<file path="src/design/llt_pkg.sv">
package llt_pkg;

  localparam int SLOT_W  = 4;
  localparam int VALUE_W = 16;
  localparam int TIME_W  = 32;
  localparam int KEY_W   = 64;

  localparam logic [1:0] OP_LOOKUP = 2'd0;
  localparam logic [1:0] OP_ADD    = 2'd1;
  localparam logic [1:0] OP_INVAL  = 2'd2;

  typedef struct packed {
    logic load;
    logic scan;
    logic commit;
  } llt_cmd_t;

  typedef struct packed {
    logic scan_last;
  } llt_stat_t;

endpackage

</file>
<file path="src/design/llt_ctrl.sv">
module llt_ctrl import llt_pkg::*; (
  input  logic      clk,
  input  logic      rst_n,
  input  logic      start,
  input  llt_stat_t stat_i,
  output logic      busy_o,
  output llt_cmd_t  cmd_o
);

  localparam logic [1:0] S_IDLE   = 2'd0;
  localparam logic [1:0] S_SCAN   = 2'd1;
  localparam logic [1:0] S_LAST   = 2'd2;
  localparam logic [1:0] S_COMMIT = 2'd3;

  logic [1:0] state_r;
  logic [1:0] state_nxt;

  always_comb begin
    state_nxt = state_r;
    case (state_r)
      S_IDLE: begin
        if (start) state_nxt = S_SCAN;
      end
      S_SCAN: begin
        if (stat_i.scan_last) state_nxt = S_LAST;
      end
      S_LAST:   state_nxt = S_COMMIT;
      S_COMMIT: state_nxt = S_IDLE;
      default:  state_nxt = S_IDLE;
    endcase
  end

  always_ff @(posedge clk) begin
    if (!rst_n) begin
      state_r <= S_IDLE;
    end else begin
      state_r <= state_nxt;
    end
  end

  assign busy_o       = (state_r != S_IDLE);
  assign cmd_o.load   = (state_r == S_IDLE) && start;
  assign cmd_o.scan   = (state_r == S_SCAN);
  assign cmd_o.commit = (state_r == S_COMMIT);

  a_commit_frees: assert property (@(posedge clk) disable iff (!rst_n)
    cmd_o.commit |=> !busy_o)
    else $error("controller still busy after commit");

  a_load_scans: assert property (@(posedge clk) disable iff (!rst_n)
    cmd_o.load |=> cmd_o.scan)
    else $error("accepted beat did not start a scan");

  a_last_commits: assert property (@(posedge clk) disable iff (!rst_n)
    (state_r == S_LAST) |=> cmd_o.commit)
    else $error("last compare not followed by commit");

endmodule

</file>
<file path="src/design/llt_datapath.sv">
module llt_datapath import llt_pkg::*; #(
  parameter int ENTRIES  = 16,
  parameter int TAG_BITS = 64
) (
  input  logic               clk,
  input  logic               rst_n,
  input  llt_cmd_t           cmd_i,
  output llt_stat_t          stat_o,
  input  logic [1:0]         in_op,
  input  logic [KEY_W-1:0]   in_key_tag,
  input  logic [VALUE_W-1:0] in_new_value,
  input  logic [TIME_W-1:0]  in_now_time,
  output logic               out_valid,
  output logic               out_hit,
  output logic [VALUE_W-1:0] out_found_value,
  output logic [SLOT_W-1:0]  out_slot_used,
  output logic               out_evicted
);

  localparam int IDX_W = (ENTRIES > 1) ? $clog2(ENTRIES) : 1;

  logic [TAG_BITS-1:0] tag_mem_r   [ENTRIES];
  logic [VALUE_W-1:0]  val_mem_r   [ENTRIES];
  logic [TIME_W-1:0]   stamp_mem_r [ENTRIES];
  logic [ENTRIES-1:0]  valid_r;

  logic [1:0]          op_r;
  logic [TAG_BITS-1:0] tag_r;
  logic [VALUE_W-1:0]  val_r;
  logic [TIME_W-1:0]   now_r;

  logic [IDX_W-1:0]    cnt_r;
  logic                cmp_en_r;
  logic [TAG_BITS-1:0] rd_tag_r;
  logic [VALUE_W-1:0]  rd_val_r;
  logic [TIME_W-1:0]   rd_stamp_r;
  logic                rd_vld_r;
  logic [IDX_W-1:0]    rd_idx_r;

  logic                match_found_r, match_found_nxt;
  logic [IDX_W-1:0]    match_idx_r, match_idx_nxt;
  logic [VALUE_W-1:0]  match_val_r, match_val_nxt;
  logic                free_found_r, free_found_nxt;
  logic [IDX_W-1:0]    free_idx_r, free_idx_nxt;
  logic [TIME_W-1:0]   best_stamp_r, best_stamp_nxt;
  logic [IDX_W-1:0]    pick_r, pick_nxt;

  logic                out_valid_r, out_hit_r, out_evicted_r;
  logic [VALUE_W-1:0]  out_found_value_r;
  logic [SLOT_W-1:0]   out_slot_used_r;
  logic                hit_nxt, evicted_nxt;
  logic [VALUE_W-1:0]  found_value_nxt;
  logic [SLOT_W-1:0]   slot_used_nxt;

  logic [IDX_W-1:0]    victim;

  assign stat_o.scan_last = (cnt_r == IDX_W'(ENTRIES - 1));

  // Latch the item and read one entry per scan cycle.
  always_ff @(posedge clk) begin
    if (cmd_i.load) begin
      op_r  <= in_op;
      tag_r <= in_key_tag[TAG_BITS-1:0];
      val_r <= in_new_value;
      now_r <= in_now_time;
    end
    if (cmd_i.scan) begin
      rd_tag_r   <= tag_mem_r[cnt_r];
      rd_val_r   <= val_mem_r[cnt_r];
      rd_stamp_r <= stamp_mem_r[cnt_r];
      rd_vld_r   <= valid_r[cnt_r];
      rd_idx_r   <= cnt_r;
    end
  end

  always_ff @(posedge clk) begin
    if (!rst_n) begin
      cnt_r    <= '0;
      cmp_en_r <= 1'b0;
    end else begin
      cmp_en_r <= cmd_i.scan;
      if (cmd_i.load) begin
        cnt_r <= '0;
      end else if (cmd_i.scan) begin
        cnt_r <= cnt_r + 1'b1;
      end
    end
  end

  // Track lowest match, lowest free slot and oldest stamp below now.
  always_comb begin
    match_found_nxt = match_found_r;
    match_idx_nxt   = match_idx_r;
    match_val_nxt   = match_val_r;
    free_found_nxt  = free_found_r;
    free_idx_nxt    = free_idx_r;
    best_stamp_nxt  = best_stamp_r;
    pick_nxt        = pick_r;
    if (cmd_i.load) begin
      match_found_nxt = 1'b0;
      free_found_nxt  = 1'b0;
      best_stamp_nxt  = in_now_time;
      pick_nxt        = '0;
    end else if (cmp_en_r) begin
      if (rd_vld_r && (rd_tag_r == tag_r) && !match_found_r) begin
        match_found_nxt = 1'b1;
        match_idx_nxt   = rd_idx_r;
        match_val_nxt   = rd_val_r;
      end
      if (!rd_vld_r && !free_found_r) begin
        free_found_nxt = 1'b1;
        free_idx_nxt   = rd_idx_r;
      end
      if (rd_vld_r && (rd_stamp_r < best_stamp_r)) begin
        best_stamp_nxt = rd_stamp_r;
        pick_nxt       = rd_idx_r;
      end
    end
  end

  always_ff @(posedge clk) begin
    if (!rst_n) begin
      match_found_r <= 1'b0;
      free_found_r  <= 1'b0;
    end else begin
      match_found_r <= match_found_nxt;
      free_found_r  <= free_found_nxt;
    end
  end

  always_ff @(posedge clk) begin
    match_idx_r  <= match_idx_nxt;
    match_val_r  <= match_val_nxt;
    free_idx_r   <= free_idx_nxt;
    best_stamp_r <= best_stamp_nxt;
    pick_r       <= pick_nxt;
  end

  assign victim = free_found_r ? free_idx_r : pick_r;

  always_ff @(posedge clk) begin
    if (cmd_i.commit) begin
      case (op_r)
        OP_ADD: begin
          tag_mem_r[victim]   <= tag_r;
          val_mem_r[victim]   <= val_r;
          stamp_mem_r[victim] <= now_r;
        end
        OP_LOOKUP: begin
          if (match_found_r) stamp_mem_r[match_idx_r] <= now_r;
        end
        default: ;
      endcase
    end
  end

  always_ff @(posedge clk) begin
    if (!rst_n) begin
      valid_r <= '0;
    end else if (cmd_i.commit) begin
      case (op_r)
        OP_ADD:   valid_r[victim] <= 1'b1;
        OP_INVAL: begin
          if (match_found_r) valid_r[match_idx_r] <= 1'b0;
        end
        default: ;
      endcase
    end
  end

  always_comb begin
    hit_nxt         = 1'b0;
    found_value_nxt = '0;
    slot_used_nxt   = '0;
    evicted_nxt     = 1'b0;
    case (op_r)
      OP_LOOKUP: begin
        if (match_found_r) begin
          hit_nxt         = 1'b1;
          found_value_nxt = match_val_r;
          slot_used_nxt   = SLOT_W'(match_idx_r);
        end
      end
      OP_ADD: begin
        slot_used_nxt = SLOT_W'(victim);
        evicted_nxt   = !free_found_r;
      end
      OP_INVAL: begin
        if (match_found_r) begin
          hit_nxt       = 1'b1;
          slot_used_nxt = SLOT_W'(match_idx_r);
        end
      end
      default: ;
    endcase
  end

  always_ff @(posedge clk) begin
    if (!rst_n) begin
      out_valid_r <= 1'b0;
    end else begin
      out_valid_r <= cmd_i.commit;
    end
  end

  always_ff @(posedge clk) begin
    if (cmd_i.commit) begin
      out_hit_r         <= hit_nxt;
      out_found_value_r <= found_value_nxt;
      out_slot_used_r   <= slot_used_nxt;
      out_evicted_r     <= evicted_nxt;
    end
  end

  assign out_valid       = out_valid_r;
  assign out_hit         = out_hit_r;
  assign out_found_value = out_found_value_r;
  assign out_slot_used   = out_slot_used_r;
  assign out_evicted     = out_evicted_r;

  a_out_after_commit: assert property (@(posedge clk) disable iff (!rst_n)
    out_valid_r |-> $past(cmd_i.commit))
    else $error("result beat without a commit");

  a_hit_not_evict: assert property (@(posedge clk) disable iff (!rst_n)
    out_valid_r |-> !(out_hit_r && out_evicted_r))
    else $error("result marks both hit and eviction");

  a_add_sets_valid: assert property (@(posedge clk) disable iff (!rst_n)
    (cmd_i.commit && (op_r == OP_ADD)) |=> valid_r[$past(victim)])
    else $error("add left its slot invalid");

endmodule

</file>
<file path="src/design/lru_lookup_table.sv">
// Fully associative lookup table with least-recently-used replacement.
// Input channel: an operation (lookup, add, invalidate) with a key tag, a
// value for adds and the current time is accepted on a rising edge where
// start is high and busy is low. busy stays high until the result is out.
// Result channel: one result beat per accepted item, shown on the out_
// ports for exactly one cycle while out_valid is high. The receiver cannot
// stall; the beat is gone after that cycle.
// Steps: the scan reads one entry of the tag, value and stamp memories per
// cycle through a single read port, then the last entry is compared, then
// the write-back is done and the result is registered. A new item may be
// started in the cycle the result is shown; none is taken while busy.
// Reset (rst_n low, synchronous) clears all valid flags at once; tags,
// values and stamps are not cleared and are never used before written.
// Lookup and invalidate act on the lowest valid matching entry. Add takes
// the lowest empty entry, else the oldest stamp below now, else entry 0.
module lru_lookup_table import llt_pkg::*; #(
  parameter int ENTRIES  = 16,
  parameter int TAG_BITS = 64
) (
  input  logic               clk,
  input  logic               rst_n,
  input  logic               start,
  output logic               busy,
  input  logic [1:0]         in_op,
  input  logic [KEY_W-1:0]   in_key_tag,
  input  logic [VALUE_W-1:0] in_new_value,
  input  logic [TIME_W-1:0]  in_now_time,
  output logic               out_valid,
  output logic               out_hit,
  output logic [VALUE_W-1:0] out_found_value,
  output logic [SLOT_W-1:0]  out_slot_used,
  output logic               out_evicted
);

  llt_cmd_t  cmd;
  llt_stat_t stat;

  llt_ctrl u_ctrl (
    .clk    (clk),
    .rst_n  (rst_n),
    .start  (start),
    .stat_i (stat),
    .busy_o (busy),
    .cmd_o  (cmd)
  );

  llt_datapath #(
    .ENTRIES  (ENTRIES),
    .TAG_BITS (TAG_BITS)
  ) u_datapath (
    .clk             (clk),
    .rst_n           (rst_n),
    .cmd_i           (cmd),
    .stat_o          (stat),
    .in_op           (in_op),
    .in_key_tag      (in_key_tag),
    .in_new_value    (in_new_value),
    .in_now_time     (in_now_time),
    .out_valid       (out_valid),
    .out_hit         (out_hit),
    .out_found_value (out_found_value),
    .out_slot_used   (out_slot_used),
    .out_evicted     (out_evicted)
  );

endmodule
</file>
<file path="config.mk">
export PLATFORM = sky130hd
export DESIGN_NAME = lru_lookup_table
export DESIGN_NICKNAME = d
export VERILOG_FILES = /design/src/design/llt_pkg.sv /design/src/design/llt_ctrl.sv /design/src/design/llt_datapath.sv /design/src/design/lru_lookup_table.sv
export SDC_FILE = /design/constraint.sdc
export NUM_CORES = 2
export LEC_CHECK = 0
export ABC_CLOCK_PERIOD_IN_PS = 7550
export BUFFER_PORTS_ARGS = -buffer_cell sky130_fd_sc_hd__buf_2
export CAP_MARGIN = 30
export CORE_MARGIN = 2
export CORE_UTILIZATION = 50
export DETAILED_ROUTE_END_ITERATION = 10
export PLACE_DENSITY_LB_ADDON = 0.08
export SLEW_MARGIN = 15
export SYNTH_ARGS = -nofsm -noshare
export SYNTH_HDL_FRONTEND = slang
export SYNTH_HIERARCHICAL = 1
export SYNTH_SLANG_ARGS = --single-unit
</file>
<file path="constraint.sdc">
create_clock -name clk -period 7.55 [get_ports clk]
set_clock_uncertainty 0.2 [all_clocks]
set_input_delay 1.1325 -clock clk [delete_from_list [all_inputs] [get_ports clk]]
set_output_delay 1.1325 -clock clk [all_outputs]
set_load 0.02 [all_outputs]
</file>
======== Word level (Yosys, flattened, before mapping) ========
Memory sizes are Yosys's and may differ from the RTL's. A register that Yosys moved wholly into a read port is not among the register bits.
Index checks and enable logic that the tools add are counted.
storage, ports and cells
  bits of input ports ..................... 117
  memories kept ........................... 3
  bits in registers ....................... 227
  logic and storage cells ................. 102
  output and inout bits ................... 24
  RAM bits ................................ 1792
operators by class
  mux-type cells .......................... 27
  magnitude comparators ................... 6
  reduce and logical (&&, ||, !) cells .... 28
  equal/unequal tests ..................... 10
  bitwise operators ....................... 5
  add/sub/neg operators ................... 1
memories
  name                    words  width  read ports  clocked after Yosys merged registers in  wr ports  RTL line            RTL
  u_datapath.tag_mem_r    16     64     1           1                                        1         llt_datapath.sv:22  logic [TAG_BITS-1:0] tag_mem_r [ENTRIES];
  u_datapath.stamp_mem_r  16     32     1           1                                        1         llt_datapath.sv:24  logic [TIME_W-1:0] stamp_mem_r [ENTRIES];
  u_datapath.val_mem_r    16     16     1           1                                        1         llt_datapath.sv:23  logic [VALUE_W-1:0] val_mem_r [ENTRIES];
operators by type and width
  operator                                                                              number
  32-bit 2-to-1 mux                                                                     4
  64-bit == test                                                                        1
  32-bit < comparator                                                                   1
  16-bit case mux with 2 select lines                                                   1
  32-bit OR reduction                                                                   1
  16-bit bitwise AND                                                                    1
  16-bit 2-to-1 mux                                                                     1
  16-bit NOT                                                                            1
  16-bit bitwise OR                                                                     1
  4-bit by 5-bit < comparator with 1-bit output (second input constant)                 3
  4-bit 2-to-1 mux                                                                      3
  2-bit AND reduction                                                                   6
  1-bit 2-to-1 mux                                                                      11
  3-bit AND reduction                                                                   3
  1-bit demux with 4-bit select                                                         2
  4-bit by 1-bit greater-or-equal comparator with 1-bit output (second input constant)  2
  2-bit case mux with 4 select lines                                                    1
  4-bit case mux with 2 select lines                                                    1
  2-bit nonzero test                                                                    4
  1-bit logical AND                                                                     7
  2-bit == test (second input constant)                                                 3
  4-bit by 1-bit adder with 4-bit output (second input constant)                        1
  1-bit binary-select mux with 4-bit select                                             1
  2-bit by 1-bit == test with 1-bit output (second input constant)                      2
  other kinds (8)                                                                       15

======== Depth between registers and ports, before layout ========
  word-level depth ........................ 8
  depth in mapped cells ................... 8
  mapped depth without buffers ............ 8

======== Modules after synthesis ========
Netlist, hierarchy kept.
modules (own cells, without submodules)
  module        area an instance (µm²)  times used  cells an instance  sequential area each (µm²)
  llt_datapath  79819.1                 1           3221               63651.0
  llt_ctrl      172.7                   1           19                 40.0

======== Worst setup path after synthesis ========
No wires, ideal clock.
  path kind ............................... register -> register
  from .................................... register u_ctrl.state_r[0]
  to ...................................... register u_datapath.valid_r[5]
  clock period less this slack ............ 5.762 ns
  data required time ...................... 7.277 ns
  arrival time ............................ 5.488 ns
  path buffers ............................ 0
  setup time .............................. 0.073 ns
  cell stages (with the launch flop) ...... 6
  slack ................................... 1.788 ns
  cells stage by stage .................... dfxtp_1 ha_1 nor3b_1 nand2_1 nor2_1 o221a_2
RTL lines
  element                          RTL line             RTL
  from (decl)                      llt_ctrl.sv:15       logic [1:0] state_r;
  from (signal assigned)           llt_ctrl.sv:37       state_r <= state_nxt;
  to (signal assigned)             llt_datapath.sv:159  valid_r <= '0;
  to (signal, indexed assignment)  llt_datapath.sv:162  OP_ADD: valid_r[victim] <= 1'b1;
  to (signal, indexed assignment)  llt_datapath.sv:164  if (match_found_r) valid_r[match_idx_r] <= 1'b0;
  to (decl)                        llt_datapath.sv:25   logic [ENTRIES-1:0] valid_r;

======== Worst setup path in the final report ========
  from .................................... register u_datapath.tag_r[19]
  to ...................................... register u_datapath.match_val_r[1] (enable)
on the way
  word-level cells in the longest chain between the ends .. 4
RTL lines
  element                               RTL line             RTL
  from (decl)                           llt_datapath.sv:28   logic [TAG_BITS-1:0] tag_r;
  from (signal assigned)                llt_datapath.sv:63   tag_r <= in_key_tag[TAG_BITS-1:0];
  64-bit == test                        llt_datapath.sv:105  if (rd_vld_r && (rd_tag_r == tag_r) && !match_found_r) begin
  1-bit logical AND (2 in a row)        llt_datapath.sv:105
  3-bit AND reduction (no source line)  --
  to (signal assigned)                  llt_datapath.sv:133  match_val_r <= match_val_nxt;
  to (decl)                             llt_datapath.sv:42   logic [VALUE_W-1:0] match_val_r, match_val_nxt;
No other way between the ends.
A chain may end at the register's enable or synchronous reset.

==> results.yml <==
status:
  status: "finished clean"
global_routing:
  antenna_found_initial: 13
  grt_pass1_vias: 36800
  grt_first_pass_wirelength_um: 258800
  grt_max_degree: 143
  gr-usage-all-layers_pct: 22.25
  grt_remaining_overflow: 0
power_and_ir_drop:
  power_density_nw_per_um2: 307.4
  clkPwrFrac_pct: 35.2
  p_sw_share_pct: 23.91
  switchingPower_w: 0.006635
  power_frac_seq_pct: 53.6
  p_leak_nw: 27.56
  peakVddDrop_mv: 0.2305
  p_int_w: 0.02111
  p_comb_share_pct: 11.2
clock_network:
  cts-root-buf: "clkbuf_16"
  cts.path.max_buffers: 3
  cts_tree: "yes"
  clk_latency_ns: 0.81
  numCtsBuffers: 210
  cts.sink_count: 2131
  cts_setup_buffers: 0
  post_cts_resized: 0
  htree_levels: 4
  clk_pin_slew_ns: 0.06
  hold_buffers: 0
place:
  portBuffers: 140
  gp_congestion: 0.7615
  hpwl_um: 96380
  placed_area_um2: 83760
final_layout:
  final_cell_area_um2: 90260
  final_common_cell: "edfxtp_1"
  nNetsFinal: 3685
  syn_to_final_growth_pct: 12.83
  layout-drive-gt1-share_pct: 31.24
  layout_common_cells: "edfxtp_1, mux4_2, clkbuf_16"
critical_path:
  cp-end-kind: "register"
  startpoint_type: "register"
  crit_arrival_ns: 4.25
  cp_max_fo: 20
  cp.required_ns: 7.80
  crit_type: "register to register"
route:
  routed_wl_um: 179600
  routedWlPerCell_um: 31.08
  vias: 34840
  avgViaCountPerCell: 6.031
  drt_first_iter_violations: 3363
  ant_nets: 0
  route.detailed.drc: 0
  firstDrtPassIters: 5
synth:
  ys.flop_type: "edfxtp_1"
  yosysTopAreaCell: "edfxtp_1"
  synth.top_cell.area_share_pct: 78.87
  ys_ff_latch: 2131
  syn_nets: 3394
  yosysSeqAreaShare_pct: 79.62
  synth-async-reset-ratio_pct: 0
  synth.area.top_cells: "edfxtp_1, mux4_2, dfxtp_1"
  synth.avg_cell_area_um2: 24.69
  synthCells: 3240
  synth_edf_count: 2101
  yosysWarnings: 6
  netlist_area_um2: 79990
  ys_types: 45
sta:
  min_period_over_period_pct: 53.09
  finalCriticalPeriod_ns: 4.008
  setup-tns-final_ns: 0
  tightestPinTransition_ns: 1.056
  slew_headroom_pct: 29.60
  finalHoldViolations: 0
  report.final.slew_viol_count: 0
  fmax_ghz: 0.2495
  setup_violations: 0
  rsz0062_at_grt: "no"
floorplan:
  core_um2: 158600
  die_area_um2: 163200
  row_count: 146
  initial_core_util_pct: 50.45
  die-width_um: 404.0
  die_h_um: 404.0
  ios: 141
min_path:
  hold_class: "register to register"
flow_run:
  max_cap_viol_count: 0
[Yosys cell counts (15+ instances only)]
cell,count
o221a_2,16
buf_2,52
nor2_1,44
xor2_1,44
ha_1,37
xnor2_1,18
and2_1,19
clkbuf_1,68
edfxtp_1,2101
mux2_2,33
nand2_1,33
a21oi_1,15
mux4_2,565
inv_1,44
dfxtp_1,30
[through the flow]
stage | util [%] | power [W] | hold WS, ns | instances | setup slack (ns)
finish | 56.92 | 0.02775 | 0.2195 | 5777 | 3.542
global route | 56.92 | 0.02876 | 0.2299 | 5776 | 3.297
CTS | 56.89 | 0.02804 | 0.2189 | 5774 | 3.395
detailed placement | 52.83 | 0.01828 | 0.2045 | 5389 | 3.424
global placement | 52.71 | 0.01818 | 0.2047 | 5382 | 3.488
floorplan | - | 0.01708 | 0.2003 | 3240 | 1.788
[power by group through the flow]
stage	clock (W)	combinational (W)	sequential, W
final	0.00977	0.00310	0.0149
after global routing	0.0104	0.00335	0.0150
after CTS	0.00999	0.00314	0.0149
after detailed placement	0	0.00312	0.0152
after global placement	0	0.00310	0.0151
after floorplan	0	0.00224	0.0148
[area by class of cell]
class | instances | area, um^2
fillers | 11470 | 68300
flip-flops and latches | 2131 | 63710
multi-input cells | 928 | 15770
clock buffers | 264 | 5585
well taps | 2072 | 2592
repair buffers | 216 | 1579
clock inverters | 121 | 853.3
inverters | 44 | 165.2
diodes | 1 | 2.502
[per-layer routing]
| metal | global-route usage, % | vias to the layer above | wire [um] |
|---|---|---|---|
| li1 | - | 14500 | - |
| met3 | 3.691 | 246 | 10180 |
| met4 | 5.427 | 4 | 3830 |
| met2 | 36.84 | 1105 | 90280 |
| met5 | 0 | - | 26 |
| met1 | 31.29 | 18990 | 75230 |
[final timing paths]
path	startpoint	endpoint	slack, ns	depth (start not counted)
max	u_datapath/tag_r[19]$_DFFE_PP_	u_datapath/match_val_r[1]$_DFFE_PP_	3.54	6
min	u_datapath/rd_val_r[13]$_DFFE_PP_	u_datapath/match_val_r[13]$_DFFE_PP_	0.22	0
max reg2reg	u_datapath/tag_r[19]$_DFFE_PP_	u_datapath/match_val_r[1]$_DFFE_PP_	3.54	6
min reg2reg	u_datapath/rd_val_r[13]$_DFFE_PP_	u_datapath/match_val_r[13]$_DFFE_PP_	0.22	0
[flip-flops by register name, indices dropped and copies added (netlist names), 16 cells and up]
| name | cells |
|---|---|
| u_datapath/out_found_value | 16 |
| u_datapath/rd_tag_r | 64 |
| u_datapath/best_stamp_r | 32 |
| u_datapath/stamp_mem_r | 512 |
| u_datapath/val_r | 16 |
| u_datapath/now_r | 32 |
| u_datapath/rd_stamp_r | 32 |
| u_datapath/match_val_r | 16 |
| u_datapath/rd_val_r | 16 |
| u_datapath/tag_r | 64 |
| u_datapath/val_mem_r | 256 |
| u_datapath/valid_r | 16 |
| u_datapath/tag_mem_r | 1024 |
[logic make-up (layout without fill, tap and decap cells)]
kind of cell | Yosys count | in the layout | share of synthesized area, %
compound gates | 62 | 62 | 0.5913
xor+xnor | 62 | 62 | 0.6788
fa+ha+maj | 37 | 37 | 0.5787
buf+inv | 181 | 645 | 1.006
flops | 2131 | 2131 | 79.62
mux | 609 | 609 | 16.51
other cells | 0 | 1 | 0
simple gates | 158 | 158 | 1.014
[critical path: stages, from the launching register on]
cell and delay (ns):
edfxtp_1 0.75, xor2_1 0.25, nor4_1 0.80, nand4_1 0.46, or4_1 0.72, nor2_2 0.11, buf_4 0.32
Note: power is estimated with default switching activity, not from simulation.
